File: config.mk
export PLATFORM = sky130hd
export DESIGN_NAME = dsb_mixer_fir_bandpass
export DESIGN_NICKNAME = d
export VERILOG_FILES = /design/src/hdl/dmf_pkg.sv /design/src/hdl/dsb_mixer_fir_bandpass.sv /design/src/hdl/dmf_mixer.sv /design/src/hdl/dmf_delay_ram.sv /design/src/hdl/dmf_fir.sv
export SDC_FILE = /design/constraint.sdc
export NUM_CORES = 2
export LEC_CHECK = 0
export ABC_CLOCK_PERIOD_IN_PS = 8400
export BUFFER_PORTS_ARGS = -buffer_cell sky130_fd_sc_hd__buf_2
export CAP_MARGIN = 10
export CORE_ASPECT_RATIO = 0.8
export CORE_MARGIN = 4
export CORE_UTILIZATION = 30
export CTS_BUF_LIST = sky130_fd_sc_hd__clkbuf_4
export CTS_CLUSTER_SIZE = 20
export DETAILED_ROUTE_END_ITERATION = 8
export PLACE_DENSITY_LB_ADDON = 0.08
export SLEW_MARGIN = 20
export SYNTH_ARGS = -nofsm -noshare
export SYNTH_HDL_FRONTEND = slang
export SYNTH_SLANG_ARGS = --single-unit
File: constraint.sdc
create_clock -name clk -period 8.4 [get_ports clk]
set_input_delay 0 -clock clk [delete_from_list [all_inputs] [get_ports clk]]
set_output_delay 0 -clock clk [all_outputs]
set_load 0.005 [all_outputs]
File: src/hdl/dmf_pkg.sv
// ----------------------------------------------------------------------------
// dmf_pkg
// Shared types, constants and the band-pass coefficient table for the
// DSB mixer and FIR band-pass block.
// ----------------------------------------------------------------------------
package dmf_pkg;

  localparam int COEF_COUNT = 49;
  localparam int Q_SHIFT    = 15;
  localparam int APB_AW     = 3;

  typedef logic signed [15:0] sample_t;

  // Register map, indexed by paddr[2]
  localparam logic       REG_MIX_GAIN   = 1'b0;
  localparam logic [1:0] MIX_GAIN_RESET = 2'd2;

  localparam sample_t COEF_TABLE [COEF_COUNT] = '{
    16'sd109,   16'sd419,   -16'sd226,  -16'sd340,  16'sd210,   16'sd207,  -16'sd42,
    16'sd129,   -16'sd347,  -16'sd507,  16'sd813,   16'sd700,   -16'sd1033, -16'sd541,
    16'sd623,   16'sd49,    16'sd648,   16'sd548,   -16'sd2667, -16'sd927,  16'sd4934,
    16'sd856,   -16'sd6726, -16'sd346,  16'sd7407,  -16'sd346,  -16'sd6726, 16'sd856,
    16'sd4934,  -16'sd927,  -16'sd2667, 16'sd548,   16'sd648,   16'sd49,    16'sd623,
    -16'sd541,  -16'sd1033, 16'sd700,   16'sd813,   -16'sd507,  -16'sd347,  16'sd129,
    -16'sd42,   16'sd207,   16'sd210,   -16'sd340,  -16'sd226,  16'sd419,   16'sd109
  };

  // Taps past the end of the table weigh zero
  function automatic sample_t coef_at(input logic [7:0] idx);
    sample_t c;
    c = '0;
    if (idx < 8'(COEF_COUNT)) begin
      c = COEF_TABLE[idx[5:0]];
    end
    return c;
  endfunction

  typedef struct packed {
    logic    valid;
    sample_t dsb;
  } mix_out_t;

  typedef struct packed {
    logic    valid;
    sample_t y;
  } fir_res_t;

  typedef enum logic [1:0] {
    FS_IDLE,
    FS_MAC,
    FS_DRAIN,
    FS_DONE
  } fir_state_t;

endpackage

File: src/hdl/dsb_mixer_fir_bandpass.sv
// ----------------------------------------------------------------------------
// dsb_mixer_fir_bandpass
// DSB mixer followed by a fixed-coefficient band-pass FIR that shapes the
// modulated signal into a VSB sample.
// ----------------------------------------------------------------------------
// Usage:
//   Input channel (in_valid/in_stall) carries a message and a carrier sample;
//   output channel (out_valid/out_stall) returns one vsb_sample per request.
//   mix_gain is set over the APB port at byte address 0 (resets to 2); write
//   it only while the block is idle.
// Throughput:
//   One request at a time. From accept to result a request passes two mixer
//   stages, one delay-line memory read per tap through a single
//   multiply-accumulate pipe, its drain, and the write-back of the new
//   sample. The tap loop over the delay-line memory sets the rate.
// Reset:
//   rst is synchronous. The delay line reads as zeros until each entry has
//   been written, tracked by a fill count, so no clearing pass is needed.
// Backpressure:
//   The result sits in an output register; while out_stall holds it, the
//   filter finishes its next request and then waits for the register.
// ----------------------------------------------------------------------------
module dsb_mixer_fir_bandpass
  import dmf_pkg::*;
#(
  parameter int TAPS = 49
) (
  input  logic              clk,
  input  logic              rst,
  input  logic              psel,
  input  logic              penable,
  input  logic              pwrite,
  input  logic [APB_AW-1:0] paddr,
  input  logic [31:0]       pwdata,
  output logic [31:0]       prdata,
  output logic              pready,
  input  logic              in_valid,
  output logic              in_stall,
  input  sample_t           message_sample,
  input  sample_t           carrier_sample,
  output logic              out_valid,
  input  logic              out_stall,
  output sample_t           vsb_sample
);

  logic [1:0] mix_gain;
  logic       in_take;
  logic       mix_busy;
  logic       fir_busy;
  logic       out_free;
  mix_out_t   mix;
  fir_res_t   res;

  assign pready = 1'b1;

  always_ff @(posedge clk) begin
    if (rst) begin
      mix_gain <= MIX_GAIN_RESET;
    end else if (psel && penable && pwrite && paddr[2] == REG_MIX_GAIN) begin
      mix_gain <= pwdata[1:0];
    end
  end

  always_comb begin
    prdata = '0;
    if (paddr[2] == REG_MIX_GAIN) begin
      prdata = {30'b0, mix_gain};
    end
  end

  assign in_stall = mix_busy | fir_busy;
  assign in_take  = in_valid & ~in_stall;

  dmf_mixer u_mixer (
    .clk            (clk),
    .rst            (rst),
    .in_take        (in_take),
    .message_sample (message_sample),
    .carrier_sample (carrier_sample),
    .mix_gain       (mix_gain),
    .mix            (mix),
    .busy           (mix_busy)
  );

  dmf_fir #(
    .TAPS (TAPS)
  ) u_fir (
    .clk      (clk),
    .rst      (rst),
    .mix      (mix),
    .out_free (out_free),
    .res      (res),
    .busy     (fir_busy)
  );

  assign out_free = ~out_valid | ~out_stall;

  always_ff @(posedge clk) begin
    if (rst) begin
      out_valid <= 1'b0;
    end else if (res.valid) begin
      out_valid <= 1'b1;
    end else if (!out_stall) begin
      out_valid <= 1'b0;
    end
  end

  always_ff @(posedge clk) begin
    if (res.valid) begin
      vsb_sample <= res.y;
    end
  end

endmodule

File: src/hdl/dmf_mixer.sv
// ----------------------------------------------------------------------------
// dmf_mixer
// Two-stage mixer: message times carrier, Q15 floor shift, gain and
// saturation to 16 bits.
// ----------------------------------------------------------------------------
module dmf_mixer
  import dmf_pkg::*;
(
  input  logic     clk,
  input  logic     rst,
  input  logic     in_take,
  input  sample_t  message_sample,
  input  sample_t  carrier_sample,
  input  logic [1:0] mix_gain,
  output mix_out_t mix,
  output logic     busy
);

  logic               s1_vld;
  logic signed [31:0] prod;
  logic               dsb_vld;
  sample_t            dsb;
  sample_t            dsb_next;

  logic signed [16:0] shifted;
  logic signed [18:0] gained;

  always_comb begin
    // arithmetic shift gives the floor
    shifted = prod[31:Q_SHIFT];
    gained  = 19'(shifted) * $signed({17'b0, mix_gain});
    if (gained > 19'sd32767) begin
      dsb_next = 16'sh7fff;
    end else if (gained < -19'sd32768) begin
      dsb_next = 16'sh8000;
    end else begin
      dsb_next = gained[15:0];
    end
  end

  always_ff @(posedge clk) begin
    if (rst) begin
      s1_vld  <= 1'b0;
      dsb_vld <= 1'b0;
    end else begin
      s1_vld  <= in_take;
      dsb_vld <= s1_vld;
    end
  end

  always_ff @(posedge clk) begin
    if (in_take) begin
      prod <= message_sample * carrier_sample;
    end
    if (s1_vld) begin
      dsb <= dsb_next;
    end
  end

  assign mix.valid = dsb_vld;
  assign mix.dsb   = dsb;
  assign busy      = s1_vld | dsb_vld;

endmodule

File: src/hdl/dmf_delay_ram.sv
// ----------------------------------------------------------------------------
// dmf_delay_ram
// Single-port-write, single-port-read memory with registered read data.
// ----------------------------------------------------------------------------
module dmf_delay_ram
  import dmf_pkg::*;
#(
  parameter int DEPTH = 48,
  parameter int AW    = 6
) (
  input  logic          clk,
  input  logic          we,
  input  logic [AW-1:0] waddr,
  input  sample_t       wdata,
  input  logic [AW-1:0] raddr,
  output sample_t       rdata
);

  sample_t mem [DEPTH];

  always_ff @(posedge clk) begin
    if (we) begin
      mem[waddr] <= wdata;
    end
    rdata <= mem[raddr];
  end

endmodule

File: src/hdl/dmf_fir.sv
// ----------------------------------------------------------------------------
// dmf_fir
// Band-pass FIR over a circular delay line in memory: one tap per cycle
// through a read, multiply and accumulate pipeline, then write-back.
// ----------------------------------------------------------------------------
module dmf_fir
  import dmf_pkg::*;
#(
  parameter int TAPS = 49
) (
  input  logic     clk,
  input  logic     rst,
  input  mix_out_t mix,
  input  logic     out_free,
  output fir_res_t res,
  output logic     busy
);

  localparam int DEPTH = TAPS - 1;
  localparam int AW    = (DEPTH > 1) ? $clog2(DEPTH) : 1;
  localparam int TW    = $clog2(TAPS);
  localparam int FW    = $clog2(DEPTH + 1);
  localparam int ACC_W = 33 + $clog2(TAPS);
  localparam int SH_W  = ACC_W - Q_SHIFT;

  fir_state_t state;
  fir_state_t state_next;

  sample_t            dsb;
  logic [AW-1:0]      head;
  logic [FW-1:0]      fill;
  logic [TW-1:0]      issue_tap;
  logic               s1_vld;
  logic [TW-1:0]      s1_tap;
  logic               s1_live;
  logic               s2_vld;
  logic signed [31:0] prod;
  logic signed [ACC_W-1:0] acc;

  logic               start;
  logic               issue;
  logic               finish;
  logic               last_issue;

  logic [TW-1:0]      j_full;
  logic [AW-1:0]      j;
  logic [AW:0]        diff;
  logic [AW-1:0]      raddr;
  logic [AW-1:0]      waddr;
  logic               live;
  sample_t            rdata;
  sample_t            op;
  logic signed [SH_W-1:0] sh;
  sample_t            y;

  dmf_delay_ram #(
    .DEPTH (DEPTH),
    .AW    (AW)
  ) u_ram (
    .clk   (clk),
    .we    (finish),
    .waddr (waddr),
    .wdata (dsb),
    .raddr (raddr),
    .rdata (rdata)
  );

  // Entry j of the delay line (newest first) sits at head - j, modulo DEPTH
  always_comb begin
    j_full = issue_tap - TW'(1);
    j      = AW'(j_full);
    diff   = {1'b0, head} - {1'b0, j};
    if (diff[AW]) begin
      raddr = AW'(diff + (AW + 1)'(DEPTH));
    end else begin
      raddr = diff[AW-1:0];
    end
    waddr      = (head == AW'(DEPTH - 1)) ? '0 : head + AW'(1);
    live       = FW'(j) < fill;
    last_issue = issue_tap == TW'(TAPS - 1);
  end

  // Next state
  always_comb begin
    state_next = state;
    unique case (state)
      FS_IDLE:  if (mix.valid) state_next = FS_MAC;
      FS_MAC:   if (last_issue) state_next = FS_DRAIN;
      FS_DRAIN: if (!s1_vld && !s2_vld) state_next = FS_DONE;
      FS_DONE:  if (out_free) state_next = FS_IDLE;
      default:  state_next = FS_IDLE;
    endcase
  end

  // Outputs
  always_comb begin
    start  = 1'b0;
    issue  = 1'b0;
    finish = 1'b0;
    unique case (state)
      FS_IDLE:  start  = mix.valid;
      FS_MAC:   issue  = 1'b1;
      FS_DRAIN: ;
      FS_DONE:  finish = out_free;
      default:  ;
    endcase
  end

  always_comb begin
    // tap 0 takes the fresh mixer sample, unwritten entries read as zero
    if (s1_tap == '0) begin
      op = dsb;
    end else if (s1_live) begin
      op = rdata;
    end else begin
      op = '0;
    end
    sh = acc[ACC_W-1:Q_SHIFT];
    if (sh > SH_W'(32767)) begin
      y = 16'sh7fff;
    end else if (sh < -SH_W'(32768)) begin
      y = 16'sh8000;
    end else begin
      y = sh[15:0];
    end
  end

  always_ff @(posedge clk) begin
    if (rst) begin
      state  <= FS_IDLE;
      head   <= '0;
      fill   <= '0;
      s1_vld <= 1'b0;
      s2_vld <= 1'b0;
    end else begin
      state  <= state_next;
      s1_vld <= issue;
      s2_vld <= s1_vld;
      if (finish) begin
        head <= waddr;
        if (fill != FW'(DEPTH)) begin
          fill <= fill + FW'(1);
        end
      end
    end
  end

  always_ff @(posedge clk) begin
    if (start) begin
      dsb <= mix.dsb;
    end
    if (start) begin
      issue_tap <= '0;
    end else if (issue) begin
      issue_tap <= issue_tap + TW'(1);
    end
    if (issue) begin
      s1_tap  <= issue_tap;
      s1_live <= live;
    end
    if (s1_vld) begin
      prod <= op * coef_at(8'(s1_tap));
    end
    if (start) begin
      acc <= '0;
    end else if (s2_vld) begin
      acc <= acc + ACC_W'(prod);
    end
  end

  assign res.valid = finish;
  assign res.y     = y;
  assign busy      = state != FS_IDLE;

`ifndef SYNTHESIS
  a_fill_bound: assert property (@(posedge clk) disable iff (rst)
    fill <= FW'(DEPTH))
    else $error("delay line fill count past depth");

  a_mix_when_idle: assert property (@(posedge clk) disable iff (rst)
    mix.valid |-> state == FS_IDLE)
    else $error("mixer sample arrived while filter busy");

  a_pipe_in_mac: assert property (@(posedge clk) disable iff (rst)
    s2_vld |-> (state == FS_MAC || state == FS_DRAIN))
    else $error("accumulate outside MAC pass");

  a_done_clean: assert property (@(posedge clk) disable iff (rst)
    res.valid |=> (state == FS_IDLE && !s1_vld && !s2_vld))
    else $error("result issued with pipeline still active");
`endif

endmodule
==> run summary <==
Setup path
- **crit-path max FO** 16
- **maximum cell stage delay along the critical path** 0.62 ns
- **signal arrival time at the worst endpoint** 8.65 ns
- **R2R Path Start** u_fir.s1_tap[1]$_DFFE_PP_
- **Worst Setup Start Kind** register
- **type of element capturing the critical path** register
- **cell with the biggest individual delay on the critical path** sky130_fd_sc_hd__fa_1
- **R2R depth** 29
- **Buffers & Inverters on Critical Path** 8
- **setup slack of the worst register-to-register path** 0.59 ns
- **worst setup path category** reg -> reg
- **worst endpoint required time** 9.25 ns
- **Top cell by count, worst path** sky130_fd_sc_hd__fa_1
- **RR Endpoint** u_fir.prod[31]$_DFFE_PP_
- **CP delay by family, top** adder cells

Global routing
- **wire length of the first global-routing pass** 243 mm
- **number of antenna violations at the first check in global routing** 9
- **maximum number of pins on one net before global-route repair** 70
- **met1 global-route usage** 0.232
- **combined global-route utilization of all metal layers** 0.158
- **number of global-route vias before repair** 37500
- **met2 GRT Util** 0.239
- **most heavily used metal layer in global routing** met2
- **met3 Track Usage GR** 0.0345
- **GRT overflow** 0

Floorplanning
- **Floorplan Core Area** 0.196 mm2
- **site row count** 145
- **die outline width** 506 um
- **Initial Utilization** 0.303
- **die height** 406 um
- **I/O pin count** 125
- **die outline area** 0.205 mm2

Drt
- **Initial DRC Count** 2228
- **Post-DRT Antenna Nets** 0
- **total vias in the final route** 35300
- **total detailed-routing wirelength** 161 mm
- **Vias per Instance** 4.63
- **DRC violations left** 0
- **post-DR wirelength/cell** 21.2 um
- **DR pass1 iterations** 5

Final layout
- **Layout area overhead** 13.1%
- **commonest cells after routing, fill and taps aside** sky130_fd_sc_hd__edfxtp_1, sky130_fd_sc_hd__inv_1, sky130_fd_sc_hd__fa_1, sky130_fd_sc_hd__clkbuf_4, sky130_fd_sc_hd__nand2_1
- **Design Area, Final** 0.0672 mm2
- **Final Util** 0.343
- **Final Non-Filler Cells** 7620
- **share of cells above drive strength 1** 0.188
- **nets@finish** 5645
- **most common library cell in the layout ignoring fill and taps** sky130_fd_sc_hd__edfxtp_1

Yosys
- **count of distinct cell types in the synthesized netlist** 76
- **Warnings, synthesis** 0
- **proportion of synthesized chip area in sequential cells** 0.468
- **dominant synthesized flop cell** sky130_fd_sc_hd__edfxtp_1
- **average footprint of a synthesized cell** 13.3 um2
- **count of state elements after synthesis** 954
- **Cells after Synth** 4456
- **share of flip-flops with an asynchronous set or reset** 0
- **Post-synth EDFFs** 872
- **summed instance area of the synthesized netlist** 0.0594 mm2

STA
- **final critical delay including setup and external delays** 7.81 ns
- **fin. max-slew vios** 0
- **final-report setup violation count** 0
- **achievable clock frequency** 0.128 GHz
- **unrepaired setup endpoints after global routing** no
- **skew final** 0.144 ns
- **final number of hold-violating endpoints** 0
- **share of the cycle needed by the critical path after routing** 0.929
- **TNS Setup** 0 ns
- **Rel. slew slack** 0.299
- **Slew @ Worst Pin** 1.02 ns

Clock tree
- **htree depth** 5
- **later-pin clock latency in the skew report** 1.25 ns
- **Sink Count** 954
- **post-cts resize count** 0
- **clock tree buffer depth** 4
- **Clock Tree Root** sky130_fd_sc_hd__clkbuf_4
- **TritonCTS clock tree** done
- **clock input transition at the sequential cells of the worst setup and hold paths** 0.07 ns
- **CTS buffer count** 284
- **Post-CTS Setup Inserts** 0

Placed design
- **number of instances in the placed design** 7127
- **HPWL after detailed placement** 108 mm
- **Final Wtd Congestion** 0.820
- **cell area after placement** 0.0636 mm2
- **buffers added on ports** 61

Min path
- **hold crit path type** in -> reg
- **worst hold path startpoint** out_stall
- **number of stages on the worst hold path** 6
- **Hold EP** u_fir.head[1]$_SDFFE_PP0P_

Job
- **number of max-capacitance violations reported** 0

Status
- **outcome** finished clean

==> through the flow <==
stage	hold slack [ns]	setup WS, ns
after detailed placement	0.257	0.552
final	0.152	0.594
after global routing	0.0170	0.0482
after floorplan	0.0302	0.716
after global placement	0.249	0.607
after CTS	0.0354	0.507
==> cells by family after synthesis <==
family / Yosys count / synth area share
muxes: 281 / 0.0981
AOI/OAI and AO/OA: 487 / 0.0524
other: 2 / 0.000126
adders and majority gates: 784 / 0.231
buffers and inverters: 818 / 0.0541
xor gates and xnor gates: 115 / 0.0170
and+or+nand+nor: 1015 / 0.0786
DFF: 954 / 0.468
==> area by class of cell <==
cell class              count  area, um2
fillers                 19500     129000
multi-input cells        2713      28700
flip-flops and latches    954      27800
well taps                2646       3310
clock buffers             406       3050
inverters                 618       2320
repair buffers            216       1630
clock inverters            56        354
diodes                     11       27.5
==> cells in the mapped netlist, types with 41 or more instances <==
master / count / area, um2
sky130_fd_sc_hd__o21ai_0: 88 / 440
sky130_fd_sc_hd__fa_1: 524 / 10500
sky130_fd_sc_hd__o21a_1: 47 / 353
sky130_fd_sc_hd__inv_1: 617 / 2320
sky130_fd_sc_hd__xnor2_1: 75 / 657
sky130_fd_sc_hd__a21oi_1: 119 / 596
sky130_fd_sc_hd__o21ai_1: 45 / 225
sky130_fd_sc_hd__edfxtp_1: 872 / 26200
sky130_fd_sc_hd__nand2b_1: 41 / 257
sky130_fd_sc_hd__nand2_1: 347 / 1300
sky130_fd_sc_hd__and2_1: 162 / 1010
sky130_fd_sc_hd__nor2_1: 305 / 1140
sky130_fd_sc_hd__dfxtp_1: 82 / 1640
sky130_fd_sc_hd__clkbuf_1: 132 / 495
sky130_fd_sc_hd__mux4_2: 241 / 5430
sky130_fd_sc_hd__ha_1: 260 / 3250
==> per-layer routing <==
metal | vias to the layer above | wire [um]
met1 | 18100 | 79200
met4 | 2 | 3100
met5 | - | 13
met3 | 221 | 7960
li1 | 16200 | -
met2 | 726 | 71200
==> flip-flops by register name, summed over array words and instances, names as in the netlist <==
name,count
u_fir.u_ram.mem,768
u_fir.acc,39
u_fir.prod,32
u_mixer.prod,17
u_fir.dsb,16
u_fir.u_ram.rdata,16
u_mixer.dsb,16
vsb_sample,16
u_fir.fill,6
u_fir.head,6
u_fir.issue_tap,6
u_fir.s1_tap,6
mix_gain,2
u_fir.state,2
out_valid,1
u_fir.s1_live,1
u_fir.s1_vld,1
u_fir.s2_vld,1
u_mixer.dsb_vld,1
u_mixer.s1_vld,1
==> what timing repair did <==
action	in CTS	in global routing
endpoints found under the hold margin	38	0
hold buffers	20	0
endpoints found under the setup margin	0	0
==> worst max path at each step <==
| stage | cells after the start | start | slack [ns] | endpoint |
|---|---|---|---|---|
| floorplan | 27 | u_fir.s1_tap[1]$_DFFE_PP_ | 0.72 | u_fir.prod[30]$_DFFE_PP_ |
| global placement | 26 | u_fir.s1_tap[1]$_DFFE_PP_ | 0.61 | u_fir.prod[30]$_DFFE_PP_ |
| detailed placement | 29 | u_fir.s1_tap[1]$_DFFE_PP_ | 0.55 | u_fir.prod[31]$_DFFE_PP_ |
| CTS | 29 | u_fir.s1_tap[1]$_DFFE_PP_ | 0.51 | u_fir.prod[31]$_DFFE_PP_ |
| global route | 30 | u_fir.s1_tap[1]$_DFFE_PP_ | 0.05 | u_fir.prod[31]$_DFFE_PP_ |
| finish | 29 | u_fir.s1_tap[1]$_DFFE_PP_ | 0.59 | u_fir.prod[31]$_DFFE_PP_ |
==> worst reg2reg max path, delay by kind of cell (launching register included) <==
family | cells | cell delay (ns)
multiplexers | 1 | 0.45
XOR/XNOR | 1 | 0.08
AND/OR/NAND/NOR | 6 | 0.75
buffers and inverters | 8 | 1.19
flip-flops | 1 | 0.39
adder cells (fa/ha/maj) | 8 | 3.74
AO/OA/AOI/OAI | 5 | 0.89
Power is left out: the tool's default activity adds up to more than one toggle a clock period on the data nets, which glitch-free logic cannot reach.
